[config.mk]
export PLATFORM = sky130hd
export DESIGN_NAME = morse_code_unit_encoder_unit
export DESIGN_NICKNAME = d
export VERILOG_FILES = /design/src/rtl/mce_pkg.sv /design/src/rtl/mce_dp.sv /design/src/rtl/mce_ctrl.sv /design/src/rtl/morse_code_unit_encoder_unit.sv
export SDC_FILE = /design/constraint.sdc
export NUM_CORES = 1
export LEC_CHECK = 0
export BUFFER_PORTS_ARGS = -buffer_cell sky130_fd_sc_hd__buf_2
export CORE_MARGIN = 2
export CORE_UTILIZATION = 40
export DETAILED_ROUTE_END_ITERATION = 10
export PLACE_DENSITY = 0.61
export SLEW_MARGIN = 25
export SYNTH_ARGS = -nofsm -noshare
export SYNTH_HDL_FRONTEND = slang
export SYNTH_HIERARCHICAL = 1
export SYNTH_SLANG_ARGS = --single-unit
[constraint.sdc]
create_clock -name i_clk -period 7.6 [get_ports i_clk]
set_input_delay 1.52 -clock i_clk [delete_from_list [all_inputs] [get_ports i_clk]]
set_output_delay 1.52 -clock i_clk [all_outputs]
set_load 0.02 [all_outputs]
[src/rtl/mce_pkg.sv]
// shared types, constants and the character code table of the morse encoder
package mce_pkg;

    // timing in units
    localparam logic [2:0] WordGapUnits = 3'd7;
    localparam logic [2:0] CharGapUnits = 3'd3;
    localparam logic [2:0] DashUnits    = 3'd3;
    localparam logic [2:0] DotUnits     = 3'd1;
    localparam logic [2:0] SymGapUnits  = 3'd1;

    // character bytes
    localparam logic [7:0] CharSpace     = 8'h20;
    localparam logic [7:0] CharUpperA    = 8'h41;
    localparam logic [7:0] CharUpperZ    = 8'h5A;
    localparam logic [7:0] CharLowerA    = 8'h61;
    localparam logic [7:0] CharLowerZ    = 8'h7A;
    localparam logic [7:0] CharDigit0    = 8'h30;
    localparam logic [7:0] CharDigit9    = 8'h39;
    localparam logic [7:0] FoldOffset    = CharLowerA - CharUpperA;

    // code word: symbol count and dash mask, bit 0 is the first symbol
    typedef struct packed {
        logic [2:0] len;
        logic [4:0] pat;
    } t_mce_code;

    localparam t_mce_code LetterTable [26] = '{
        '{3'd2, 5'b00010},  // A
        '{3'd4, 5'b00001},  // B
        '{3'd4, 5'b00101},  // C
        '{3'd3, 5'b00001},  // D
        '{3'd1, 5'b00000},  // E
        '{3'd4, 5'b00100},  // F
        '{3'd3, 5'b00011},  // G
        '{3'd4, 5'b00000},  // H
        '{3'd2, 5'b00000},  // I
        '{3'd4, 5'b01110},  // J
        '{3'd3, 5'b00101},  // K
        '{3'd4, 5'b00010},  // L
        '{3'd2, 5'b00011},  // M
        '{3'd2, 5'b00001},  // N
        '{3'd3, 5'b00111},  // O
        '{3'd4, 5'b00110},  // P
        '{3'd4, 5'b01011},  // Q
        '{3'd3, 5'b00010},  // R
        '{3'd3, 5'b00000},  // S
        '{3'd1, 5'b00001},  // T
        '{3'd3, 5'b00100},  // U
        '{3'd4, 5'b01000},  // V
        '{3'd3, 5'b00110},  // W
        '{3'd4, 5'b01001},  // X
        '{3'd4, 5'b01101},  // Y
        '{3'd4, 5'b00011}   // Z
    };

    localparam t_mce_code DigitTable [10] = '{
        '{3'd5, 5'b11111},  // 0
        '{3'd5, 5'b11110},  // 1
        '{3'd5, 5'b11100},  // 2
        '{3'd5, 5'b11000},  // 3
        '{3'd5, 5'b10000},  // 4
        '{3'd5, 5'b00000},  // 5
        '{3'd5, 5'b00001},  // 6
        '{3'd5, 5'b00011},  // 7
        '{3'd5, 5'b00111},  // 8
        '{3'd5, 5'b01111}   // 9
    };

    // run counter reload chosen by the controller
    typedef enum logic [1:0] {
        LD_NONE,
        LD_SYM,
        LD_GAP,
        LD_TRAIL
    } t_mce_ld;

    // controller to datapath
    typedef struct packed {
        logic    accept;
        logic    emit;
        logic    unit_on;
        t_mce_ld ld;
    } t_mce_cmd;

    // datapath to controller
    typedef struct packed {
        logic acc_any;
        logic acc_pre;
        logic acc_code;
        logic cnt_last;
        logic sym_more;
        logic trail;
        logic remain_one;
        logic remain_zero;
    } t_mce_sts;

    // fold case and look up the code word, len of zero means unmapped
    function automatic t_mce_code mce_lookup(input logic [7:0] ch);
        logic [7:0] up;
        t_mce_code  code;
        up   = ch;
        code = '{3'd0, 5'b00000};
        if (ch >= CharLowerA && ch <= CharLowerZ) begin
            up = ch - FoldOffset;
        end
        if (up >= CharUpperA && up <= CharUpperZ) begin
            code = LetterTable[5'(up - CharUpperA)];
        end else if (up >= CharDigit0 && up <= CharDigit9) begin
            code = DigitTable[4'(up - CharDigit0)];
        end
        return code;
    endfunction

endpackage

[src/rtl/mce_dp.sv]
// datapath: decode, word flags, run and unit counters, output payload
module mce_dp (
    input  logic              i_clk,
    input  logic              i_rst_n,
    input  logic [7:0]        i_char_code,
    input  logic              i_end_of_message,
    input  mce_pkg::t_mce_cmd i_cmd,
    output mce_pkg::t_mce_sts o_sts,
    output logic              o_unit_on,
    output logic              o_last_unit
);

    mce_pkg::t_mce_code w_code;
    logic               w_is_space;
    logic               w_is_code;
    logic [2:0]         w_pre;
    logic [2:0]         w_pop;
    logic [4:0]         w_code_units;
    logic               w_trail;
    logic [5:0]         w_total;
    logic [2:0]         w_first_cnt;

    logic       r_has_char, r_gap_pending, r_written;
    logic [2:0] r_cnt;
    logic [4:0] r_pat;
    logic [2:0] r_sym_left;
    logic       r_trail;
    logic [5:0] r_remain;
    logic       r_unit_on, r_last_unit;

    // decode the offered item
    always_comb begin
        w_code     = mce_pkg::mce_lookup(i_char_code);
        w_is_space = (i_char_code == mce_pkg::CharSpace);
        w_is_code  = (w_code.len != 3'd0);
        w_pop      = 3'd0;
        for (int k = 0; k < 5; k++) begin
            w_pop = w_pop + {2'b00, w_code.pat[k]};
        end
        w_code_units = {1'b0, w_code.len, 1'b0} - 5'd1 + {1'b0, w_pop, 1'b0};
        if (!w_is_code) begin
            w_pre = 3'd0;
        end else if (r_gap_pending) begin
            w_pre = mce_pkg::WordGapUnits;
        end else if (r_has_char) begin
            w_pre = mce_pkg::CharGapUnits;
        end else begin
            w_pre = 3'd0;
        end
        w_trail = i_end_of_message && (r_written || w_is_code);
        w_total = {3'b000, w_pre}
                + (w_is_code ? {1'b0, w_code_units} : 6'd0)
                + (w_trail ? {3'b000, mce_pkg::WordGapUnits} : 6'd0);
        if (w_pre != 3'd0) begin
            w_first_cnt = w_pre;
        end else if (w_is_code) begin
            w_first_cnt = w_code.pat[0] ? mce_pkg::DashUnits : mce_pkg::DotUnits;
        end else begin
            w_first_cnt = mce_pkg::WordGapUnits;
        end
    end

    // status for the controller
    always_comb begin
        o_sts.acc_any     = (w_total != 6'd0);
        o_sts.acc_pre     = (w_pre != 3'd0);
        o_sts.acc_code    = w_is_code;
        o_sts.cnt_last    = (r_cnt == 3'd1);
        o_sts.sym_more    = (r_sym_left > 3'd1);
        o_sts.trail       = r_trail;
        o_sts.remain_one  = (r_remain == 6'd1);
        o_sts.remain_zero = (r_remain == 6'd0);
    end

    // word flags and unit count
    always_ff @(posedge i_clk) begin
        if (!i_rst_n) begin
            r_has_char    <= 1'b0;
            r_gap_pending <= 1'b0;
            r_written     <= 1'b0;
            r_remain      <= 6'd0;
        end else if (i_cmd.accept) begin
            r_remain <= w_total;
            if (i_end_of_message) begin
                r_has_char    <= 1'b0;
                r_gap_pending <= 1'b0;
                r_written     <= 1'b0;
            end else if (w_is_space && r_has_char) begin
                r_gap_pending <= 1'b1;
                r_has_char    <= 1'b0;
            end else if (w_is_code) begin
                r_gap_pending <= 1'b0;
                r_has_char    <= 1'b1;
                r_written     <= 1'b1;
            end
        end else if (i_cmd.emit) begin
            r_remain <= r_remain - 6'd1;
        end
    end

    // run counter, symbol shifter and output payload
    always_ff @(posedge i_clk) begin
        if (i_cmd.accept) begin
            r_cnt      <= w_first_cnt;
            r_pat      <= w_code.pat;
            r_sym_left <= w_code.len;
            r_trail    <= w_trail;
        end else if (i_cmd.emit) begin
            r_unit_on   <= i_cmd.unit_on;
            r_last_unit <= (r_remain == 6'd1);
            case (i_cmd.ld)
                mce_pkg::LD_NONE: begin
                    r_cnt <= r_cnt - 3'd1;
                end
                mce_pkg::LD_SYM: begin
                    r_cnt <= r_pat[0] ? mce_pkg::DashUnits : mce_pkg::DotUnits;
                end
                mce_pkg::LD_GAP: begin
                    r_cnt      <= mce_pkg::SymGapUnits;
                    r_pat      <= {1'b0, r_pat[4:1]};
                    r_sym_left <= r_sym_left - 3'd1;
                end
                mce_pkg::LD_TRAIL: begin
                    r_cnt <= mce_pkg::WordGapUnits;
                end
                default: begin
                    r_cnt <= r_cnt;
                end
            endcase
        end
    end

    assign o_unit_on   = r_unit_on;
    assign o_last_unit = r_last_unit;

endmodule

[src/rtl/mce_ctrl.sv]
// controller: phase sequencing of one item and output valid
module mce_ctrl (
    input  logic              i_clk,
    input  logic              i_rst_n,
    input  logic              i_valid,
    input  logic              i_stall,
    input  mce_pkg::t_mce_sts i_sts,
    output logic              o_stall,
    output logic              o_valid,
    output mce_pkg::t_mce_cmd o_cmd
);

    typedef enum logic [2:0] {
        S_IDLE,
        S_PRE,
        S_SYM_ON,
        S_SYM_GAP,
        S_TRAIL
    } t_state;

    t_state r_state, n_state;
    logic   r_valid, n_valid;
    logic   w_out_free;

    // commands and next state
    always_comb begin
        w_out_free    = !r_valid || !i_stall;
        o_cmd.accept  = i_valid && (r_state == S_IDLE);
        o_cmd.emit    = (r_state != S_IDLE) && w_out_free;
        o_cmd.unit_on = (r_state == S_SYM_ON);
        o_cmd.ld      = mce_pkg::LD_NONE;
        n_state       = r_state;
        n_valid       = o_cmd.emit ? 1'b1 : (r_valid && i_stall);
        case (r_state)
            S_IDLE: begin
                if (o_cmd.accept && i_sts.acc_any) begin
                    if (i_sts.acc_pre) begin
                        n_state = S_PRE;
                    end else if (i_sts.acc_code) begin
                        n_state = S_SYM_ON;
                    end else begin
                        n_state = S_TRAIL;
                    end
                end
            end
            S_PRE: begin
                if (o_cmd.emit && i_sts.cnt_last) begin
                    o_cmd.ld = mce_pkg::LD_SYM;
                    n_state  = S_SYM_ON;
                end
            end
            S_SYM_ON: begin
                if (o_cmd.emit && i_sts.cnt_last) begin
                    if (i_sts.sym_more) begin
                        o_cmd.ld = mce_pkg::LD_GAP;
                        n_state  = S_SYM_GAP;
                    end else if (i_sts.trail) begin
                        o_cmd.ld = mce_pkg::LD_TRAIL;
                        n_state  = S_TRAIL;
                    end else begin
                        n_state = S_IDLE;
                    end
                end
            end
            S_SYM_GAP: begin
                if (o_cmd.emit && i_sts.cnt_last) begin
                    o_cmd.ld = mce_pkg::LD_SYM;
                    n_state  = S_SYM_ON;
                end
            end
            S_TRAIL: begin
                if (o_cmd.emit && i_sts.cnt_last) begin
                    n_state = S_IDLE;
                end
            end
            default: begin
                n_state = S_IDLE;
            end
        endcase
    end

    // state and output valid
    always_ff @(posedge i_clk) begin
        if (!i_rst_n) begin
            r_state <= S_IDLE;
            r_valid <= 1'b0;
        end else begin
            r_state <= n_state;
            r_valid <= n_valid;
        end
    end

    assign o_stall = (r_state != S_IDLE);
    assign o_valid = r_valid;

    // no units are owed while idle
    a_idle_no_units: assert property (@(posedge i_clk) disable iff (!i_rst_n)
        (r_state == S_IDLE) |-> i_sts.remain_zero)
        else $error("units still owed while idle");

    // the final unit ends the item
    a_last_ends_item: assert property (@(posedge i_clk) disable iff (!i_rst_n)
        (o_cmd.emit && i_sts.remain_one) |=> (r_state == S_IDLE))
        else $error("sequencer busy after the final unit");

    // an item with units starts a phase
    a_accept_starts: assert property (@(posedge i_clk) disable iff (!i_rst_n)
        (o_cmd.accept && i_sts.acc_any) |=> (r_state != S_IDLE))
        else $error("item with units did not start");

    // a leading gap is always followed by a character
    a_pre_not_last: assert property (@(posedge i_clk) disable iff (!i_rst_n)
        (r_state == S_PRE) |-> !i_sts.remain_one)
        else $error("leading gap counted as final unit");

endmodule

[src/rtl/morse_code_unit_encoder_unit.sv]
// top level of the morse code unit encoder
// Each accepted item (one character byte and an end-of-message flag) is turned
// into a train of time units, one unit per result item: a dot is 1 on unit, a
// dash 3 on units, with 1 off unit between symbols, 3 between characters and
// 7 between words; a space arms the word gap, and the end flag adds 7 trailing
// off units when anything was keyed, then clears the word state. Lower case is
// folded to upper case; bytes other than letters, digits and space give no
// units. The block works on one item at a time: an item occupies the
// sequencer from its accept cycle until its last unit (0 to 33 units), as
// the run counter steps one unit per cycle while the output register is free;
// the next item is taken the cycle after the last unit has been registered,
// and an item that yields no units leaves the sequencer idle. Downstream stall
// holds the output register and pauses the sequencer.
module morse_code_unit_encoder_unit (
    input  logic       i_clk,
    input  logic       i_rst_n,
    input  logic       i_valid,
    output logic       o_stall,
    input  logic [7:0] i_char_code,
    input  logic       i_end_of_message,
    output logic       o_valid,
    input  logic       i_stall,
    output logic       o_unit_on,
    output logic       o_last_unit
);

    mce_pkg::t_mce_cmd w_cmd;
    mce_pkg::t_mce_sts w_sts;

    // phase sequencer
    mce_ctrl u_ctrl (
        .i_clk   (i_clk),
        .i_rst_n (i_rst_n),
        .i_valid (i_valid),
        .i_stall (i_stall),
        .i_sts   (w_sts),
        .o_stall (o_stall),
        .o_valid (o_valid),
        .o_cmd   (w_cmd)
    );

    // decode, counters and output payload
    mce_dp u_dp (
        .i_clk            (i_clk),
        .i_rst_n          (i_rst_n),
        .i_char_code      (i_char_code),
        .i_end_of_message (i_end_of_message),
        .i_cmd            (w_cmd),
        .o_sts            (w_sts),
        .o_unit_on        (o_unit_on),
        .o_last_unit      (o_last_unit)
    );

endmodule
==> results.json, run 1 <==
{
  "vdd_ir_drop_max_mv": 0.1054,
  "slew_headroom_pct": 60.87,
  "timing.rr.start": "u_dp/r_gap_pending",
  "slew_viol_final": 0,
  "final.setup.worst_slack_ns": 0.4118,
  "antenna_cells": 0,
  "critPathKind": "in -> reg",
  "syn_nets": 391,
  "numPortBuffers": 16,
  "hold_depth": 2,
  "skew_ns": 0.006635,
  "final_cell_mix": "inv_1 (32), buf_4 (27), nand2_1 (23), ha_1 (23), nor2_1 (22)",
  "cts_setup_buffers": 0,
  "max_cap_viol_count": 0,
  "r2r_slack_ns": 4.26,
  "report.final.hold_viol_count": 0,
  "clock-sinks": 27,
  "layout_min_cycle_time_ns": 7.188,
  "worst_pin_slew_ns": 0.5819,
  "area_growth_pct": 11.96,
  "grt_pass1_wl_um": 11320,
  "final_common_cell": "inv_1",
  "dp.cells": 465,
  "num_vias": 2634,
  "boundaryPins": 17,
  "ant_nets": 0,
  "ys_warn_count": 6,
  "cts-root-buf": "clkbuf_8",
  "drc": 0,
  "numCtsBuffers": 3,
  "fin_util_pct": 45.70,
  "grt_remaining_overflow": 0,
  "syn_avg_cell_area_um2": 8.441,
  "grt_use_total_pct": 17.59,
  "path_clk_slew_ns": 0.10,
  "gp_congestion": 0.9597,
  "worst_path_most_repeated_cell": "inv_1",
  "die_area_um2": 8023,
  "critPathMaxStageDelay_ns": 0.52,
  "wl_um": 6829,
  "finalCritPeriodShare_pct": 94.58,
  "path_max_fanout": 5,
  "layout-drive-gt1-share_pct": 17.03,
  "hold_end": "u_dp/r_written",
  "setup_violations": 0,
  "rsz0062_at_grt": "no",
  "slowest_stage": "or3b_1",
  "reg2reg_to": "u_ctrl/r_state[0]",
  "power_density_nw_per_um2": 197.8,
  "die_x_um": 89.57,
  "p_leak_nw": 1.441,
  "synthesis.instances": 347,
  "detailed_place_hpwl_um": 5240,
  "die_height_um": 89.57,
  "start_util_pct": 40.82,
  "grt_pass1_vias": 2420,
  "drt_iter0_markers": 111,
  "antenna_found_initial": 0,
  "finalNonFillerCells": 469,
  "dp_slack_ns": -0.03674,
  "wire_per_inst_um": 14.56,
  "rows": 31,
  "synth.cell_area_um2": 2929,
  "hold_path.class": "reg -> reg",
  "grt_start_max_net_pins": 30,
  "viasPerCell": 5.616,
  "htree_levels": 1,
  "start_kind": "input pin",
  "clockBufferDepth": 2,
  "cts_tree": "done",
  "timing.fmax_mhz": 139.1,
  "core_area_um2": 7176,
  "status": "completed",
  "finalNetCount": 415,
  "r2r.worst_path.cells": 13,
  "insertion_delay_ns": 0.28,
  "worstHoldStart": "u_dp/r_written",
  "cp_data_required_time_ns": 7.78,
  "setup_tns_ns": 0,
  "arrival_ns": 7.37,
  "end_kind": "flip-flop",
  "drtPass1Iterations": 4
}
## worst max-delay path, delay by kind of cell
family,cells,cell delay (ns)
buffers and inverters,8,0.52
adders and majority gates,8,2.66
and+or+nand+nor,8,1.56
AOI/OAI and AO/OA,4,0.88
muxes,1,0.22
## through the flow
step	cell area, um2	total power (W)	hold slack (ns)
global placement	3209	0.0005532	0.4545
finish	3279	0.0006487	0.4827
floorplan	2939	0.0004792	0.4374
global route	3279	0.0007057	0.5617
detailed placement	3209	0.0005599	0.4688
CTS	3258	0.0006501	0.4964
## layout make-up
cell class | instances | area, um2
fill | 704 | 3896
clock inverter | 1 | 7.507
sequential | 27 | 680.7
tap | 99 | 123.9
timing repair buffer | 43 | 282.8
clock buffer | 3 | 41.29
inverter | 34 | 127.6
multi-input combinational | 262 | 2016
## timing repair
action	CTS	global route
setup endpoints to repair	0	3
hold buffers	0	0
gates resized for setup	0	3
## sequential cells by signal, indices dropped and copies added (netlist names), 3 cells and up
signal,count
u_dp/r_pat,5
u_ctrl/r_state,3
u_dp/r_sym_left,3
u_dp/r_cnt,3
u_dp/r_remain,6
## per-layer routing
| layer | track usage [%] | vias to the layer above | share of wire, % |
|---|---|---|---|
| met2 | 28.48 | 79 | 46 |
| met3 | 1.463 | 8 | 4.1 |
| li1 | - | 1307 | - |
| met5 | 0 | - | 0 |
| met4 | 4.342 | 0 | 1.4 |
| met1 | 25.38 | 1240 | 49 |
## power by group
group | switching (W) | total, W | internal (W) | leakage, nW
combinational | 0.000185 | 0.000325 | 0.000140 | 1.18
clock | 0.0000492 | 0.0000865 | 0.0000373 | 0.0217
sequential | 0.0000288 | 0.000237 | 0.000209 | 0.242
total | 0.000263 | 0.000649 | 0.000386 | 1.44
## worst max-delay path by stage
stage                    from                end  depth (start not counted)
5_1_grt        i_char_code[0]  u_ctrl/r_state[0]                         31
6_report       i_char_code[0]  u_ctrl/r_state[0]                         29
4_1_cts        i_char_code[0]  u_ctrl/r_state[0]                         31
3_5_place_dp   i_char_code[0]  u_ctrl/r_state[0]                         30
2_1_floorplan  i_char_code[1]  u_ctrl/r_state[0]                         31
3_3_place_gp   i_char_code[0]  u_ctrl/r_state[0]                         30
No activity file was read; power rests on OpenSTA's default activity.
==> run 2: changes to the inputs <==
Settings changed: RECOVER_POWER set to 25.
==> run 2 against run 1 <==
Against the previous run: die area unchanged; final cell count unchanged; first-iteration DRC count grew 2.7%; power is 0.11% lower; design area down 0.23%; sequential share of layout area barely moved; fmax about the same; clock power is essentially flat; global-route usage unchanged; highest routed layer unchanged.
==> results.json, run 2 (same netlist as run 1, synthesis figures left out) <==
{
  "status": "completed",
  "combPwrFrac_pct": 50.0,
  "reg2reg_to": "u_dp/r_sym_left[2]",
  "swShare_pct": 40.66,
  "die_area_um2": 8023,
  "numPortBuffers": 16,
  "intPower_w": 0.0003845,
  "dp.cells": 465,
  "max_cap_viol_count": 0,
  "core_area_um2": 7176,
  "finalNetCount": 415,
  "layout-drive-gt1-share_pct": 15.95,
  "viasPerCell": 5.612,
  "start_kind": "input pin",
  "drt_iter0_markers": 114,
  "path_max_fanout": 5,
  "fillCellCount": 704,
  "cts_setup_buffers": 0,
  "setup_tns_ns": 0,
  "start_util_pct": 40.82,
  "drc": 0,
  "finalNonFillerCells": 469,
  "power_density_nw_per_um2": 198.0,
  "finalCritPeriodShare_pct": 94.66,
  "final_cell_mix": "inv_1 (32), buf_4 (26), nand2_1 (23), ha_1 (23), nor2_1 (22)",
  "die_x_um": 89.57,
  "worst_pin_slew_ns": 1.308,
  "slew_viol_final": 0,
  "ant_nets": 0,
  "area_growth_pct": 11.70,
  "end_kind": "flip-flop",
  "critPathMaxStageDelay_ns": 0.52,
  "path_clk_slew_ns": 0.10,
  "critPathLaunch": "i_char_code[0]",
  "grt_pass1_vias": 2420,
  "num_vias": 2632,
  "r2r.worst_path.cells": 5,
  "grt_use_total_pct": 17.59,
  "grt_start_max_net_pins": 30,
  "switching_power_w": 0.0002635,
  "slew_headroom_pct": 12.80,
  "cp_data_required_time_ns": 7.78,
  "rows": 31,
  "hold_path.class": "reg -> reg",
  "clock-sinks": 27,
  "placed_area_um2": 3209,
  "boundaryPins": 17,
  "detailed_place_hpwl_um": 5240,
  "insertion_delay_ns": 0.28,
  "vdd_ir_drop_max_mv": 0.1055,
  "cts-root-buf": "clkbuf_8",
  "layout_min_cycle_time_ns": 7.194,
  "grt_pass1_wl_um": 11320,
  "reg_top3": "u_dp/r_remain (6), u_dp/r_pat (5)",
  "final_common_cell": "inv_1",
  "top_register": "u_dp/r_remain",
  "skew_ns": 0.005827,
  "timing.rr.start": "u_ctrl/r_state[0]",
  "wl_um": 6845,
  "largest_register_ffs": 6,
  "cts_tree": "done",
  "grt_remaining_overflow": 0,
  "p_leak_nw": 1.427,
  "wire_per_inst_um": 14.59,
  "final_area_um2": 3272,
  "antenna_found_initial": 0,
  "seqPwrFrac_pct": 36.7,
  "critPathKind": "in -> reg",
  "htree_levels": 1,
  "worst_path_most_repeated_cell": "inv_1",
  "finalPower_w": 0.0006480,
  "report.final.hold_viol_count": 0,
  "die_height_um": 89.57,
  "hold_depth": 2,
  "numCtsBuffers": 3,
  "slowest_stage": "or3b_1",
  "dp_slack_ns": -0.03674,
  "setup_violations": 0,
  "pwr-share-clk_pct": 13.3,
  "crit_path_end": "u_ctrl/r_state[0]",
  "clockBufferDepth": 2,
  "timing.fmax_mhz": 139.0,
  "drtPass1Iterations": 4,
  "arrival_ns": 7.38,
  "final.setup.worst_slack_ns": 0.4057,
  "r2r_slack_ns": 4.17,
  "antenna_cells": 0,
  "rsz0062_at_grt": "no",
  "gp_congestion": 0.9597
}
-- run 2: cell types whose count changed in the layout (fill, tap and decap cells not counted) --
cell / delta
buf_2: -3
clkbuf_1: +4
and2_0: +1
and2_1: -1
buf_4: -1
-- run 2: worst min path at each step --
stage                    from        endpoint
6_report       u_dp/r_written  u_dp/r_written
2_1_floorplan  u_dp/r_written  u_dp/r_written
3_5_place_dp   u_dp/r_written  u_dp/r_written
3_3_place_gp   u_dp/r_written  u_dp/r_written
5_1_grt        u_dp/r_written  u_dp/r_written
4_1_cts        u_dp/r_written  u_dp/r_written
-- run 2: layer usage --
| metal | global-route usage (%) | part of all wire, % | vias to the layer above |
|---|---|---|---|
| met3 | 1.463 | 4.0 | 8 |
| met5 | 0 | 0 | - |
| met4 | 4.342 | 1.4 | 0 |
| met2 | 28.48 | 46 | 78 |
| met1 | 25.38 | 48 | 1240 |
| li1 | - | - | 1306 |
-- run 2: power by group through the flow --
| stage | combinational [W] | clock (W) | sequential, W |
|---|---|---|---|
| 2_1_floorplan | 0.000241 | 0 | 0.000238 |
| 3_3_place_gp | 0.000315 | 0 | 0.000239 |
| 3_5_place_dp | 0.000320 | 0 | 0.000240 |
| 4_1_cts | 0.000323 | 0.0000906 | 0.000237 |
| 5_1_grt | 0.000364 | 0.0000960 | 0.000244 |
| 6_report | 0.000324 | 0.0000862 | 0.000238 |
-- run 2: cell type report --
cell class	instances	area, um2	area share, %
multi-input cells	262	2016	61.61
flip-flops and latches	27	680.7	20.80
repair buffers	43	275.3	8.413
inverters	34	127.6	3.901
well taps	99	123.9	3.786
clock buffers	3	41.29	1.262
clock inverters	1	7.507	0.2294
-- run 2: stage by stage --
stage | util (%) | hold WS (ns)
finish | 45.60 | 0.4825
global route | 45.60 | 0.5617
CTS | 45.41 | 0.4964
detailed placement | 44.73 | 0.4688
global placement | 44.73 | 0.4545
floorplan | - | 0.4374
-- run 2: critical path, delay by kind of cell --
| family | cells | cell delay (ns) |
|---|---|---|
| fa+ha+maj | 8 | 2.66 |
| simple gates | 8 | 1.56 |
| compound gates | 4 | 0.88 |
| buf+inv | 8 | 0.52 |
| mux | 1 | 0.23 |
-- run 2: timing repair --
action	CTS	global route
endpoints found under the setup margin	0	3
hold buffers	0	0
gates resized for setup	0	3
